==> src/hdl/trq_pkg.sv <==
// Shared types and constants for the thread ready queue.
// Request codes, status codes, state encoding and default sizes.
package trq_pkg;

    // Default sizes, handed to the top level as parameter defaults
    localparam int TRQ_MAX_ENTRIES = 16;
    localparam int TRQ_ID_BITS     = 8;
    localparam int TRQ_PRIO_BITS   = 8;

    // Queue limit register
    localparam int          LIMIT_W     = 5;
    localparam logic [4:0]  LIMIT_RESET = 5'd16;

    // Request codes
    localparam logic [1:0] REQ_PUSH   = 2'd0;
    localparam logic [1:0] REQ_SORTED = 2'd1;
    localparam logic [1:0] REQ_POP    = 2'd2;
    localparam logic [1:0] REQ_REMOVE = 2'd3;

    // Status codes
    localparam logic [1:0] STAT_OK       = 2'd0;
    localparam logic [1:0] STAT_FULL     = 2'd1;
    localparam logic [1:0] STAT_EMPTY    = 2'd2;
    localparam logic [1:0] STAT_NOTFOUND = 2'd3;

    // Sequencer states
    typedef enum logic [5:0] {
        ST_IDLE     = 6'b000001,
        ST_WALK     = 6'b000010,
        ST_TAIL_WR  = 6'b000100,
        ST_HEAD_RD  = 6'b001000,
        ST_HEAD_CAP = 6'b010000,
        ST_OUT      = 6'b100000
    } trq_state_t;

endpackage

==> src/hdl/thread_ready_queue_unit.sv <==
// Thread ready queue: bounded ordered queue of (id, priority) entries.
// Entry memory with one write port and one read port, walked by a small sequencer. Depends on trq_pkg.

// A request transaction on the s_ channel yields exactly one result transaction
// on the m_ channel. The block takes one request at a time: s_tready is high
// only while it is idle, and stays low until the result has been taken.
// Entries live in a MAX_ENTRIES-deep memory with one write port and one
// registered read port; the sequencer walks it one entry per cycle, reading
// entry i+1 while it writes entry i (or i-1). Sorted push, pop and remove
// walk every stored entry; a push at the tail, a rejected push and a pop or
// remove on an empty queue do not. A result is held until m_tready takes it.
// The queue limit comes in on the cfg_ channel (always ready) and should be
// changed only while no request is in flight; a limit above MAX_ENTRIES acts
// as MAX_ENTRIES, and zero makes every push report full. There is no clearing
// pass: only entries below the occupancy count are ever used.
module thread_ready_queue_unit #(
    parameter int MAX_ENTRIES = trq_pkg::TRQ_MAX_ENTRIES,
    parameter int ID_BITS     = trq_pkg::TRQ_ID_BITS,
    parameter int PRIO_BITS   = trq_pkg::TRQ_PRIO_BITS,
    // derived widths, not meant to be overridden
    parameter int CNT_W  = $clog2(MAX_ENTRIES + 1),
    parameter int IN_TW  = ((2 + ID_BITS + PRIO_BITS + 7) / 8) * 8,
    parameter int OUT_TW = ((2 + 2 * ID_BITS + PRIO_BITS + 1 + CNT_W + 7) / 8) * 8
) (
    input  logic                         aclk,
    input  logic                         aresetn,
    // request channel
    input  logic                         s_tvalid,
    output logic                         s_tready,
    // s_tdata, low bit up: req_type, thread_id, prio_in, zero fill
    input  logic [IN_TW-1:0]             s_tdata,
    // result channel
    output logic                         m_tvalid,
    input  logic                         m_tready,
    // m_tdata, low bit up: status, taken_id, taken_priority, head_valid,
    // head_id, entry_count, zero fill
    output logic [OUT_TW-1:0]            m_tdata,
    // queue limit write channel
    input  logic                         cfg_valid,
    output logic                         cfg_ready,
    input  logic [trq_pkg::LIMIT_W-1:0]  cfg_data
);
    import trq_pkg::*;

    localparam int IDX_W = $clog2(MAX_ENTRIES);
    localparam int ENT_W = ID_BITS + PRIO_BITS;
    localparam int CMP_W = (CNT_W > LIMIT_W) ? CNT_W : LIMIT_W;

    // entry memory: {prio, id}
    logic [ENT_W-1:0] mem [MAX_ENTRIES];
    logic             wr_en;
    logic [IDX_W-1:0] wr_addr;
    logic [ENT_W-1:0] wr_data;
    logic [IDX_W-1:0] rd_addr;
    logic [ENT_W-1:0] rd_data_reg;

    trq_state_t           state_reg, state_next;
    logic [CNT_W-1:0]     idx_reg, idx_next;
    logic [CNT_W-1:0]     count_reg, count_next;
    logic [LIMIT_W-1:0]   limit_reg;
    logic [1:0]           op_reg, op_next;
    logic [ID_BITS-1:0]   id_reg, id_next;
    logic [PRIO_BITS-1:0] prio_reg, prio_next;
    logic [ENT_W-1:0]     hold_reg, hold_next;    // entry carried toward the tail
    logic                 flag_reg, flag_next;    // inserted / found so far
    logic [1:0]           status_reg, status_next;
    logic [ENT_W-1:0]     taken_reg, taken_next;
    logic [ID_BITS-1:0]   head_id_reg, head_id_next;

    // unpacked request
    logic [1:0]           in_req;
    logic [ID_BITS-1:0]   in_id;
    logic [PRIO_BITS-1:0] in_prio;

    logic                 full;
    logic [CNT_W-1:0]     idx_p1, idx_m1;
    logic                 last;
    logic [ID_BITS-1:0]   rd_id;
    logic [PRIO_BITS-1:0] rd_prio;
    logic                 match;

    assign in_req  = s_tdata[1:0];
    assign in_id   = s_tdata[2 +: ID_BITS];
    assign in_prio = s_tdata[2 + ID_BITS +: PRIO_BITS];

    assign s_tready  = (state_reg == ST_IDLE);
    assign m_tvalid  = (state_reg == ST_OUT);
    assign cfg_ready = 1'b1;

    assign m_tdata = OUT_TW'({count_reg, head_id_reg, (count_reg != '0),
                              taken_reg[ID_BITS +: PRIO_BITS],
                              taken_reg[ID_BITS-1:0], status_reg});

    // full against the configured limit and against the capacity
    assign full = (CMP_W'(count_reg) >= CMP_W'(limit_reg)) ||
                  (CMP_W'(count_reg) >= CMP_W'(MAX_ENTRIES));

    assign idx_p1  = idx_reg + CNT_W'(1);
    assign idx_m1  = idx_reg - CNT_W'(1);
    assign last    = (idx_p1 == count_reg);
    assign rd_id   = rd_data_reg[ID_BITS-1:0];
    assign rd_prio = rd_data_reg[ID_BITS +: PRIO_BITS];
    // pop takes slot 0, remove takes the first id hit
    assign match   = (op_reg == REQ_POP) ? (idx_reg == '0) : (rd_id == id_reg);

    always_comb begin
        state_next   = state_reg;
        idx_next     = idx_reg;
        count_next   = count_reg;
        op_next      = op_reg;
        id_next      = id_reg;
        prio_next    = prio_reg;
        hold_next    = hold_reg;
        flag_next    = flag_reg;
        status_next  = status_reg;
        taken_next   = taken_reg;
        head_id_next = head_id_reg;
        wr_en        = 1'b0;
        wr_addr      = idx_reg[IDX_W-1:0];
        wr_data      = hold_reg;
        rd_addr      = '0;

        unique case (state_reg)
            ST_IDLE: begin
                if (s_tvalid) begin
                    op_next     = in_req;
                    id_next     = in_id;
                    prio_next   = in_prio;
                    hold_next   = {in_prio, in_id};
                    flag_next   = 1'b0;
                    idx_next    = '0;
                    status_next = STAT_OK;
                    taken_next  = '0;
                    rd_addr     = '0;
                    if (in_req == REQ_PUSH || in_req == REQ_SORTED) begin
                        if (full) begin
                            status_next = STAT_FULL;
                            state_next  = ST_HEAD_RD;
                        end else if (in_req == REQ_SORTED && count_reg != '0) begin
                            state_next = ST_WALK;
                        end else begin
                            state_next = ST_TAIL_WR;
                        end
                    end else if (count_reg == '0) begin
                        status_next = STAT_EMPTY;
                        state_next  = ST_HEAD_RD;
                    end else begin
                        state_next = ST_WALK;
                    end
                end
            end

            ST_WALK: begin
                // rd_data_reg holds entry idx_reg; fetch the next one
                rd_addr = idx_p1[IDX_W-1:0];
                if (op_reg == REQ_SORTED) begin
                    // from the first entry with a higher priority value on,
                    // every entry moves back one slot
                    if (flag_reg || (prio_reg < rd_prio)) begin
                        wr_en     = 1'b1;
                        wr_addr   = idx_reg[IDX_W-1:0];
                        wr_data   = hold_reg;
                        hold_next = rd_data_reg;
                        flag_next = 1'b1;
                    end
                end else begin
                    if (flag_reg) begin
                        wr_en   = 1'b1;
                        wr_addr = idx_m1[IDX_W-1:0];
                        wr_data = rd_data_reg;
                    end else if (match) begin
                        flag_next  = 1'b1;
                        taken_next = rd_data_reg;
                    end
                end
                idx_next = idx_p1;
                if (last) begin
                    if (op_reg == REQ_SORTED) begin
                        state_next = ST_TAIL_WR;
                    end else begin
                        if (flag_reg || match) begin
                            count_next = count_reg - CNT_W'(1);
                        end else begin
                            status_next = STAT_NOTFOUND;
                        end
                        state_next = ST_HEAD_RD;
                    end
                end
            end

            ST_TAIL_WR: begin
                wr_en      = 1'b1;
                wr_addr    = count_reg[IDX_W-1:0];
                wr_data    = hold_reg;
                count_next = count_reg + CNT_W'(1);
                state_next = ST_HEAD_RD;
            end

            ST_HEAD_RD: begin
                rd_addr    = '0;
                state_next = ST_HEAD_CAP;
            end

            ST_HEAD_CAP: begin
                head_id_next = (count_reg != '0) ? rd_id : '0;
                state_next   = ST_OUT;
            end

            ST_OUT: begin
                if (m_tready) begin
                    state_next = ST_IDLE;
                end
            end

            default: begin
                state_next = ST_IDLE;
            end
        endcase
    end

    // entry memory, registered read
    always_ff @(posedge aclk) begin
        if (wr_en) begin
            mem[wr_addr] <= wr_data;
        end
        rd_data_reg <= mem[rd_addr];
    end

    always_ff @(posedge aclk) begin
        if (!aresetn) begin
            state_reg <= ST_IDLE;
            count_reg <= '0;
            limit_reg <= LIMIT_RESET;
        end else begin
            state_reg <= state_next;
            count_reg <= count_next;
            if (cfg_valid) begin
                limit_reg <= cfg_data;
            end
        end
    end

    always_ff @(posedge aclk) begin
        idx_reg     <= idx_next;
        op_reg      <= op_next;
        id_reg      <= id_next;
        prio_reg    <= prio_next;
        hold_reg    <= hold_next;
        flag_reg    <= flag_next;
        status_reg  <= status_next;
        taken_reg   <= taken_next;
        head_id_reg <= head_id_next;
    end

endmodule
==> config.mk <==
export PLATFORM = sky130hd
export DESIGN_NAME = thread_ready_queue_unit
export DESIGN_NICKNAME = d
export VERILOG_FILES = /design/src/hdl/trq_pkg.sv /design/src/hdl/thread_ready_queue_unit.sv
export SDC_FILE = /design/constraint.sdc
export NUM_CORES = 1
export LEC_CHECK = 0
export ABC_CLOCK_PERIOD_IN_PS = 4100
export BUFFER_PORTS_ARGS = -buffer_cell sky130_fd_sc_hd__buf_4
export CAP_MARGIN = 25
export CORE_ASPECT_RATIO = 0.7
export CORE_UTILIZATION = 55
export DETAILED_ROUTE_END_ITERATION = 8
export GPL_TIMING_DRIVEN = 0
export HOLD_SLACK_MARGIN = 0.12
export PLACE_DENSITY = 0.74
export SETUP_SLACK_MARGIN = 0.02
export SYNTH_ARGS = -nofsm -noshare
export SYNTH_HDL_FRONTEND = slang
export SYNTH_SLANG_ARGS = --single-unit
==> constraint.sdc <==
create_clock -name aclk -period 4.1 [get_ports aclk]
set_input_delay 0.205 -clock aclk [delete_from_list [all_inputs] [get_ports aclk]]
set_output_delay 0.205 -clock aclk [all_outputs]
set_load 0.005 [all_outputs]
==> impl_metrics.ini, run 1 <==
[outcome]
run_status = finished clean

[final_layout]
syn_to_final_growth_pct = 18.6
area_of_the_multi_input_gates_sq_um = 4300
largest-register = mem
largest_register_ffs = 256
design.final.nets = 1221
fillers = 1771
final_layout_size_suffix_gt1_frac = 0.190
antenna_cells_inserted = 0
layout.core_utilization = 0.676
register_area_sq_um = 10300
final_design_area_no_fill_sq_um = 17700

[global_routing]
grt_most_used_layer = met1
first_pass_grt_wire_length_um = 60900
track_usage = 0.306
initial_antenna_violation_count = 0
grt.met1_usage = 0.467
use_met3 = 0.0812
first_global_vias = 9581
grtUsageMet2 = 0.435
grt_start_max_net_pins = 21
remaining_overflow_grt = 0

[die]
boundaryPins = 69
floorplan.core_area_sq_um = 26100
placementRows = 49
die_y_um = 140
dieWidth_um = 199
start_util = 0.570
die_area_sq_um = 27800

[pwr]
share_clk_of_total_power = 0.302
peakVddDrop_mv = 0.457
power.net_switching_w = 0.00307
comb_power_share = 0.248
power_switching_share = 0.307
p_leak_nw = 6.34
seqPwrFrac = 0.450
power_density_nw_per_um2 = 566
p_int_w = 0.00693

[route]
aggregate_routed_wire_length_um = 41400
detail_route.wl_per_cell_um = 26.8
avgViaCountPerCell = 6.39
vias = 9884
post-route-drc-count = 0
drt-initial-drc-count = 1406
dr.pass1.iters = 5
antenna_left = 0

[timing]
fin_skew_ns = 0.0143
finalCritPeriodShare = 0.982
setup_viol = 0
finalWorstPathRequiredPeriod_ns = 4.03
max_slew_margin = 0.297
fin_tns_setup_ns = 0
rsz0062_at_grt = no
maxSlewViolCount = 0
setup_ws_post_layout_ns = 0.0724
finalHoldViolations = 0
worst-slew-pin-transition_ns = 1.05
achievable-frequency_mhz = 248

[synth]
synth.ff_latch_count = 354
async_reset_ff_frac = 0
portion_of_the_post_synthesis_area_used_by_sequential_elements = 0.692
ys_types = 74
yosys.area_share.simple = 0.0810
synth_mux_area_frac = 0.0726
yosys_warnings = 0
synthXorXnorAreaFrac = 0.0159
synth_fp_nets = 1073
synth-main-ff-cell = sky130_fd_sc_hd__edfxtp_1
syn-cell-area_sq_um = 14900
synth-compound-area-share = 0.0931
post_synth.cell_area_avg_sq_um = 14.6
dominant_combinational_cell_family_by_area_after_synthesis = compound AO/OA/AOI/OAI gates
postSynthCellCount = 1017
synth_enable_flop_cells = 322
yosysTopAreaCellShare = 0.649
synth_top_cells_by_area = sky130_fd_sc_hd__edfxtp_1, sky130_fd_sc_hd__dfxtp_1, sky130_fd_sc_hd__mux4_2
synthAdderAreaFrac = 0.0190
synth.largest_area_cell = sky130_fd_sc_hd__edfxtp_1

[setup_path]
r2r.worst_path.cells = 10
regToRegStartpoint = idx_reg[0]
crit_path_start = idx_reg[0]
r2r_end = mem[4][13]
timing_worst_setup_path_type = flop to flop
end_kind = flop
minimum_setup_slack_among_reg_to_reg_paths_ns = 0.07
critPathRequiredTime_ns = 4.38
cp-endpoint = mem[4][13]
critical_path.max_fanout = 20
critPathLaunchType = flop
critical_path_arrival_ns = 4.31

[placement]
gpl.final_weighted_congestion = 0.939
postPlaceCellArea_sq_um = 16300
io_buffers = 60
final_hpwl_from_detailed_placement_um = 27900
dp_slack_ns = -0.622

[flow_run]
max_cap_viol_count = 0

[cts]
cts_htree_levels = 1
total_cts_buffers = 31
tritoncts = yes
worst_setup_hold_path_clk_slew_ns = 0.07
cts_num_sinks = 354
clock_path_buffers = 3
clock-root-buffer = sky130_fd_sc_hd__clkbuf_16
postCtsSetupRepairBufs = 0
clkLatencyLatePin_ns = 0.58

[worst_hold_path]
worst_hold_path_type = input port to flop
through the flow:
stage,cells,hold slack (ns),power (W)
6_report,1547,0.357,0.0100
4_1_cts,1547,0.335,0.00993
3_3_place_gp,1434,0.397,0.00681
3_5_place_dp,1458,0.394,0.00693
5_1_grt,1547,0.347,0.0103
2_1_floorplan,1017,0.304,0.00600
cells in the mapped netlist (4+ instances only):
library cell,number
sky130_fd_sc_hd__nor2b_1,18
sky130_fd_sc_hd__xnor2_1,13
sky130_fd_sc_hd__nor3_1,13
sky130_fd_sc_hd__a21oi_1,28
sky130_fd_sc_hd__o21ai_0,38
sky130_fd_sc_hd__xor2_1,9
sky130_fd_sc_hd__mux2_2,10
sky130_fd_sc_hd__a211o_1,4
sky130_fd_sc_hd__a21o_1,24
sky130_fd_sc_hd__mux4_2,23
sky130_fd_sc_hd__nand4_1,6
sky130_fd_sc_hd__clkbuf_1,31
sky130_fd_sc_hd__nand3_1,30
sky130_fd_sc_hd__a311o_1,4
sky130_fd_sc_hd__nand2_1,80
sky130_fd_sc_hd__ha_1,21
sky130_fd_sc_hd__o211ai_1,8
sky130_fd_sc_hd__o22ai_1,4
sky130_fd_sc_hd__buf_4,6
sky130_fd_sc_hd__o221ai_1,7
sky130_fd_sc_hd__a221oi_1,7
sky130_fd_sc_hd__nor2_1,55
sky130_fd_sc_hd__o21bai_1,5
sky130_fd_sc_hd__nand2b_1,8
sky130_fd_sc_hd__inv_1,28
sky130_fd_sc_hd__o31ai_1,5
sky130_fd_sc_hd__a31oi_1,16
sky130_fd_sc_hd__mux2i_1,45
sky130_fd_sc_hd__edfxtp_1,322
sky130_fd_sc_hd__buf_2,17
sky130_fd_sc_hd__a211oi_1,10
sky130_fd_sc_hd__a22o_1,6
sky130_fd_sc_hd__and3_1,21
sky130_fd_sc_hd__dfxtp_1,32
power by group through the flow:
stage	registers (W)	logic [W]	clock network, W
finish	0.00450	0.00248	0.00302
global route	0.00452	0.00262	0.00316
CTS	0.00450	0.00242	0.00302
detailed placement	0.00457	0.00236	0
global placement	0.00458	0.00223	0
floorplan	0.00455	0.00145	0
critical path, cell delays in order (launching register included):
cell and delay, ns:
sky130_fd_sc_hd__edfxtp_1 0.37, sky130_fd_sc_hd__buf_4 0.21, sky130_fd_sc_hd__clkinv_2 0.37, sky130_fd_sc_hd__ha_1 0.44, sky130_fd_sc_hd__clkbuf_1 0.47, sky130_fd_sc_hd__buf_2 0.45, sky130_fd_sc_hd__o21bai_1 0.16, sky130_fd_sc_hd__a22oi_1 0.26
sky130_fd_sc_hd__nand2_1 0.27, sky130_fd_sc_hd__nor2_2 0.45, sky130_fd_sc_hd__buf_8 0.25
routing by layer:
layer / vias up / wire [um] / share of wire
li1: 4209 / - / -
met1: 4866 / 16800 / 0.41
met2: 709 / 17600 / 0.43
met3: 100 / 5780 / 0.14
met4: 0 / 1190 / 0.029
met5: - / 0 / 0
cells by family (layout without fill, tap and decap cells):
group / Yosys count / count (layout)
buffers and inverters: 90 / 263
XOR/XNOR: 24 / 24
AND/OR/NAND/NOR: 250 / 250
multiplexers: 78 / 78
AO/OA/AOI/OAI: 198 / 198
adder cells (fa/ha/maj): 22 / 22
flip-flops: 354 / 354
other: 1 / 1
worst min-delay path by stage:
| stage | start | end | slack [ns] | depth (start not counted) |
|---|---|---|---|---|
| after floorplan | s_tdata[2] | id_reg[0] | 0.30 | 0 |
| after global placement | s_tdata[6] | id_reg[4] | 0.40 | 1 |
| after detailed placement | s_tdata[13] | prio_reg[3] | 0.39 | 1 |
| final | s_tdata[3] | id_reg[1] | 0.36 | 2 |
| after CTS | s_tdata[8] | id_reg[6] | 0.34 | 2 |
| after global routing | s_tdata[3] | id_reg[1] | 0.35 | 2 |
layout make-up:
cell class	instances	share of cell area
buffer	57	0.0152
clock buffer	41	0.0477
clock inverter	17	0.0109
inverter	32	0.00687
multi-input combinational	573	0.243
sequential	354	0.584
tap	357	0.0253
timing repair buffer	116	0.0671
layout by cell type, fill, tap and decap left out, types with 5 or more instances in the layout:
cell | netlist | final
sky130_fd_sc_hd__inv_1 | 28 | 28
sky130_fd_sc_hd__xor2_1 | 9 | 9
sky130_fd_sc_hd__a211oi_1 | 10 | 10
sky130_fd_sc_hd__and3_1 | 21 | 21
sky130_fd_sc_hd__clkbuf_1 | 31 | 36
sky130_fd_sc_hd__nor2_2 | 1 | 9
sky130_fd_sc_hd__nand3_1 | 30 | 30
sky130_fd_sc_hd__nor3_1 | 13 | 13
sky130_fd_sc_hd__nand4_1 | 6 | 6
sky130_fd_sc_hd__xnor2_1 | 13 | 13
sky130_fd_sc_hd__a21o_1 | 24 | 24
sky130_fd_sc_hd__mux4_2 | 23 | 23
sky130_fd_sc_hd__clkinv_2 | 0 | 12
sky130_fd_sc_hd__nor2_4 | 0 | 8
sky130_fd_sc_hd__ha_1 | 21 | 21
sky130_fd_sc_hd__o21ai_0 | 38 | 34
sky130_fd_sc_hd__buf_8 | 0 | 6
sky130_fd_sc_hd__nor2b_1 | 18 | 18
sky130_fd_sc_hd__o21bai_1 | 5 | 5
sky130_fd_sc_hd__buf_4 | 6 | 71
sky130_fd_sc_hd__o221ai_1 | 7 | 7
sky130_fd_sc_hd__nor2_1 | 55 | 39
sky130_fd_sc_hd__a31oi_1 | 16 | 16
sky130_fd_sc_hd__edfxtp_1 | 322 | 322
sky130_fd_sc_hd__mux2i_1 | 45 | 45
sky130_fd_sc_hd__dlygate4sd3_1 | 0 | 32
sky130_fd_sc_hd__o211ai_1 | 8 | 8
sky130_fd_sc_hd__o21ai_1 | 2 | 6
sky130_fd_sc_hd__a22o_1 | 6 | 6
sky130_fd_sc_hd__dfxtp_1 | 32 | 32
sky130_fd_sc_hd__buf_2 | 17 | 19
sky130_fd_sc_hd__buf_16 | 0 | 9
sky130_fd_sc_hd__clkbuf_16 | 0 | 31
sky130_fd_sc_hd__nand2_1 | 80 | 80
sky130_fd_sc_hd__a221oi_1 | 7 | 7
sky130_fd_sc_hd__nand2b_1 | 8 | 8
sky130_fd_sc_hd__a21oi_1 | 28 | 27
sky130_fd_sc_hd__mux2_2 | 10 | 10
timing repair:
item,4_1_cts,5_1_grt
hold endpoints to repair,48,0
hold buffers,32,0
setup endpoints to repair,268,22
resized for setup,10,2
cloned,0,0
Power figures use the tool's default switching activity.
==> inputs of run 2 (changes only) <==
- CORE_MARGIN: not set -> 4
- PLACE_DENSITY: 0.74 -> not set
- PLACE_DENSITY_LB_ADDON: not set -> 0.25
==> run 2 against run 1 <==
  * Sequential share of layout area increased by 0.35 points
  * Count of clock-buffer cells in the layout decreased by 2
  * Combinational power about the same
  * Power decreased by 1.9%
  * Hold slack got worse by 0.017 ns
  * First-iteration DRC count decreased by 0.85%
  * Global-route usage decreased by 3.6 points
  * Utilization decreased by 1.9 points
  * Non-clock buffer count unchanged
  * Final cell count increased by 0.32%
  * Die area increased by 7.4%
  * Design area decreased by 0.59%
==> impl_metrics.ini, run 2 (synthesis results as in run 1) <==
[flow_run]
max_cap_viol_count = 0

[cts]
cts_num_sinks = 354
worst_setup_hold_path_clk_slew_ns = 0.07
total_cts_buffers = 31
tritoncts = yes
cts_htree_levels = 1
clkLatencyLatePin_ns = 0.59
clock-root-buffer = sky130_fd_sc_hd__clkbuf_16
clock_path_buffers = 3
postCtsSetupRepairBufs = 0

[pwr]
power_density_nw_per_um2 = 559
peakVddDrop_mv = 0.418
p_leak_nw = 6.27

[placement]
gpl.final_weighted_congestion = 0.901
number_of_cells_after_detailed_placement = 1464
postPlaceCellArea_sq_um = 16200
final_hpwl_from_detailed_placement_um = 28000
io_buffers = 60

[final_layout]
final_design_area_no_fill_sq_um = 17600
design.final.nets = 1221
largest_register_ffs = 256
layout.cells.most_common_list = sky130_fd_sc_hd__edfxtp_1, sky130_fd_sc_hd__nand2_1, sky130_fd_sc_hd__buf_4, sky130_fd_sc_hd__mux2i_1, sky130_fd_sc_hd__nor2_1
largest-register = mem
antenna_cells_inserted = 0
syn_to_final_growth_pct = 17.9
fin_cells = 1552
layout.cells.most_common = sky130_fd_sc_hd__edfxtp_1
final_layout_size_suffix_gt1_frac = 0.183

[timing]
maxSlewViolCount = 0
finalHoldViolations = 0
finalCritPeriodShare = 0.989
finalWorstPathRequiredPeriod_ns = 4.05
setup_viol = 0
fin_skew_ns = 0.0194
achievable-frequency_mhz = 247
max_slew_margin = 0.261
rsz0062_at_grt = yes
worst-slew-pin-transition_ns = 1.11

[setup_path]
crit_path_cell_trace = nor4_2 > clkbuf_1 > nand4_1 > o21bai_1 > a22o_1 > nand2_1 > nor2_2 > buf_8
critPathRequiredTime_ns = 4.39
critPathSlowestCell = sky130_fd_sc_hd__nor4_2
minimum_setup_slack_among_reg_to_reg_paths_ns = 0.05
critPathLaunchType = flop
crit_path_start = state_reg[0]
timing_worst_setup_path_type = flop to flop
critical_path_arrival_ns = 4.34
r2r.worst_path.cells = 8
regToRegStartpoint = state_reg[0]
r2r_end = mem[6][1]
critical_path.max_fanout = 10
critical-path-max-stage-delay_ns = 0.76
end_kind = flop

[worst_hold_path]
worst_hold_path.num_cells = 2
holdPathEnd = id_reg[1]
worst_hold_path_type = input port to flop
hold_start = s_tdata[3]

[die]
boundaryPins = 69
dieWidth_um = 205
start_util = 0.558
die_area_sq_um = 29800
die_y_um = 146
floorplan.core_area_sq_um = 26700
placementRows = 50

[route]
post-route-drc-count = 0
drt-initial-drc-count = 1394
antenna_left = 0
detail_route.wl_per_cell_um = 26.3
dr.pass1.iters = 5
aggregate_routed_wire_length_um = 40800
avgViaCountPerCell = 6.33
vias = 9823

[global_routing]
track_usage = 0.270
initial_antenna_violation_count = 0
first_pass_grt_wire_length_um = 59900
first_global_vias = 9434
grt_start_max_net_pins = 19
remaining_overflow_grt = 0

[outcome]
run_status = finished clean
run 2: cell count changes in the layout (fill, tap and decap cells not counted), moves of 2 or more:
cell,change
sky130_fd_sc_hd__nor2_2,-7
sky130_fd_sc_hd__inv_6,-2
sky130_fd_sc_hd__clkbuf_8,-3
sky130_fd_sc_hd__buf_8,+6
sky130_fd_sc_hd__clkinv_1,+6
sky130_fd_sc_hd__buf_16,-5
sky130_fd_sc_hd__bufinv_16,-2
sky130_fd_sc_hd__clkinv_2,-5
sky130_fd_sc_hd__nor2_4,+7
run 2: power breakdown:
group / internal, W / switching (W) / total (W)
combinational: 0.000840 / 0.00166 / 0.00250
sequential: 0.00439 / 0.000103 / 0.00450
clock: 0.00152 / 0.00130 / 0.00281
run 2: metal layers:
| layer | vias up | share of wire | global-route usage |
|---|---|---|---|
| met5 | - | 0 | 0 |
| met4 | 0 | 0.035 | 0.0700 |
| met1 | 4838 | 0.40 | 0.406 |
| met3 | 104 | 0.14 | 0.0847 |
| li1 | 4207 | - | - |
| met2 | 674 | 0.42 | 0.390 |
run 2: critical path: cells and delay by family, from the launching register on:
kind                   cells  cell delay (ns)
AO/OA/AOI/OAI              2             0.56
buffers and inverters      2             0.75
flip-flops                 1             0.37
AND/OR/NAND/NOR            4             2.07
run 2: stage by stage:
step                total power [W]  setup WS, ns  hold slack (ns)  setup TNS, ns  utilization
CTS                         0.00974         0.106            0.331              0        0.656
global route                 0.0102       -0.0294            0.337         -0.191        0.657
detailed placement          0.00692        -0.559            0.396         -73.18        0.606
floorplan                   0.00600         0.694            0.304              0            -
finish                      0.00981        0.0456            0.340              0        0.657
global placement            0.00685         -1.37            0.395        -335.68        0.592
run 2: final cells by class:
class	count	area, sq um
fillers	1873	9150
plain buffers	57	269
flip-flops and latches	354	10300
multi-input cells	573	4330
well taps	364	455
repair buffers	116	1130
inverters	32	121
clock buffers	39	806
clock inverters	17	145
run 2: worst max-delay path by stage:
stage | end | slack, ns | cells past startpoint
floorplan | mem[12][0] | 0.69 | 10
global placement | mem[5][11] | -1.37 | 10
detailed placement | mem[0][0] | -0.56 | 11
CTS | mem[10][15] | 0.11 | 6
global route | mem[6][9] | -0.03 | 8
finish | mem[6][1] | 0.05 | 8
run 2: timing repair:
item	CTS	global route
hold buffers	32	0
resized for setup	12	7
hold endpoints to repair	48	0
endpoints found under the setup margin	265	124
==> inputs of run 3 (changes only) <==
- CORE_MARGIN: 4 -> 2
- MAX_ROUTING_LAYER: not set -> met4
==> run 3 against run 2 <==
  * Global-route usage rose by 3.7 points
  * Clock power is 12% higher
  * Power is 3.4% higher
  * Final cell count shrank 0.13%
  * Design area is 0.56% higher
  * Sequential share of layout area down 0.32 points
  * Largest cell class unchanged
  * Via count is 1.2% higher
  * Clock skew down 0.0054 ns
  * Maximum frequency increased by 1.2%
  * Utilization is 0.52 points higher
  * Critical path depth stayed put
  * Highest routed layer unchanged
==> impl_metrics.ini, run 3 (synthesis results as in run 1) <==
[cts]
clock_path_buffers = 3
total_cts_buffers = 34
cts_htree_levels = 2
worst_setup_hold_path_clk_slew_ns = 0.06
clock-root-buffer = sky130_fd_sc_hd__clkbuf_16
cts_num_sinks = 354
clkLatencyLatePin_ns = 0.53
tritoncts = yes

[final_layout]
area_of_the_multi_input_gates_sq_um = 4290
layout.cells.most_common = sky130_fd_sc_hd__edfxtp_1
layout.core_utilization = 0.663
largest_register_ffs = 256
register_area_sq_um = 10300
fillers = 1876
largest-register = mem
syn_to_final_growth_pct = 18.6
design.final.nets = 1217
layout.cells.most_common_list = sky130_fd_sc_hd__edfxtp_1, sky130_fd_sc_hd__nand2_1, sky130_fd_sc_hd__buf_4, sky130_fd_sc_hd__mux2i_1, sky130_fd_sc_hd__nor2_1
final_layout_size_suffix_gt1_frac = 0.189
antenna_cells_inserted = 0

[global_routing]
track_usage = 0.307
first_global_vias = 9611
grt_start_max_net_pins = 19
initial_antenna_violation_count = 1
first_pass_grt_wire_length_um = 61000
remaining_overflow_grt = 0

[route]
aggregate_routed_wire_length_um = 42300
avgViaCountPerCell = 6.41
vias = 9942
detail_route.wl_per_cell_um = 27.3
drt-initial-drc-count = 1441
antenna_left = 0
dr.pass1.iters = 5
post-route-drc-count = 0

[worst_hold_path]
worst_hold_path.num_cells = 2
hold_start = cfg_valid
worst_hold_path_type = input port to flop
holdPathEnd = limit_reg[4]

[timing]
setup_viol = 0
worst-slew-pin-transition_ns = 1.04
finalWorstPathRequiredPeriod_ns = 4.01
achievable-frequency_mhz = 250
fin_tns_setup_ns = 0
fin_skew_ns = 0.0140
maxSlewViolCount = 0
finalHoldViolations = 0
max_slew_margin = 0.302
rsz0062_at_grt = no
finalCritPeriodShare = 0.977

[pwr]
power.net_switching_w = 0.00309
share_clk_of_total_power = 0.310
seqPwrFrac = 0.444
power_switching_share = 0.305
peakVddDrop_mv = 0.380
comb_power_share = 0.246
p_int_w = 0.00705
p_leak_nw = 6.33
power_density_nw_per_um2 = 574

[die]
dieWidth_um = 201
placementRows = 50
die_area_sq_um = 28400
start_util = 0.559
boundaryPins = 69
floorplan.core_area_sq_um = 26700
die_y_um = 142

[setup_path]
r2r.worst_path.cells = 8
critical_path.max_fanout = 11
regToRegStartpoint = state_reg[0]
critPathLaunchType = flop
critPathSlowestCell = sky130_fd_sc_hd__nor4_2
critPathRequiredTime_ns = 4.33
timing_worst_setup_path_type = flop to flop
critical-path-max-stage-delay_ns = 0.75
r2r_end = mem[10][13]
minimum_setup_slack_among_reg_to_reg_paths_ns = 0.09
crit_path_cell_trace = nor4_2 > clkbuf_1 > nand4_1 > o21bai_1 > a22o_1 > nand2_1 > nor2_2 > buf_16
end_kind = flop
critical_path_arrival_ns = 4.24

[placement]
final_hpwl_from_detailed_placement_um = 28400
io_buffers = 60
gpl.final_weighted_congestion = 0.914

[flow_run]
max_cap_viol_count = 0

[outcome]
run_status = finished clean
[run 3: changes by cell type in the layout (fill, tap and decap cells not counted), sizes merged]
cell         change
bufinv           +2
clkinv           -1
buf              -1
clkbuf           +4
dlygate4sd3      -6
[run 3: power by group through the flow]
stage                     clock network [W]  logic, W  registers (W)
after global routing                0.00332   0.00261        0.00452
after floorplan                           0   0.00145        0.00455
final                               0.00314   0.00249        0.00450
after CTS                           0.00316   0.00240        0.00450
after global placement                    0   0.00225        0.00458
after detailed placement                  0   0.00236        0.00458
[run 3: through the flow]
step / hold WS [ns] / std cells / setup slack, ns / instance area, sq um / total power, W
after floorplan: 0.304 / 1017 / 0.694 / 14900 / 0.00600
after global placement: 0.395 / 1441 / -1.52 / 15800 / 0.00683
after detailed placement: 0.395 / 1464 / -0.781 / 16300 / 0.00693
after CTS: 0.122 / 1550 / 0.0883 / 17600 / 0.0101
after global routing: 0.157 / 1550 / 0.0256 / 17700 / 0.0105
final: 0.123 / 1550 / 0.0924 / 17700 / 0.0101
[run 3: layer usage]
layer	up-vias	share of wire	global-route usage
met5	-	0	-
met4	0	0.028	0.0971
met3	101	0.14	0.0976
met2	710	0.43	0.434
met1	4921	0.41	0.428
li1	4210	-	-
[run 3: worst max-delay path by stage]
stage                        to  cells past startpoint    startpoint
finish              mem[10][13]                      8  state_reg[0]
global route         mem[7][15]                      8  state_reg[0]
CTS                   mem[5][9]                     10    idx_reg[0]
detailed placement   mem[5][10]                     11    idx_reg[0]
global placement     mem[9][11]                     10    idx_reg[0]
floorplan            mem[12][0]                     10    idx_reg[0]
[run 3: repair_timing]
item                                    in CTS  in global routing
hold buffers                                26                  0
endpoints found under the setup margin     269                 81
endpoints found under the hold margin       46                  0
setup buffers                                0                  0
resized for setup                            7                  4
[run 3: area by class of cell]
type                            instances  area share
Multi-Input combinational cell        573       0.243
Tap cell                              364      0.0258
Inverter                               32     0.00701
Timing Repair Buffer                  109      0.0631
Clock inverter                         18      0.0108
Sequential cell                       354       0.584
Clock buffer                           43      0.0513
Buffer                                 57      0.0152
[run 3: worst max-delay path: cells and delay by family, from the launching register on]
kind,cells,cell delay (ns)
buffers and inverters,2,0.66
and+or+nand+nor,4,2.04
AOI/OAI and AO/OA,2,0.64
DFF,1,0.37
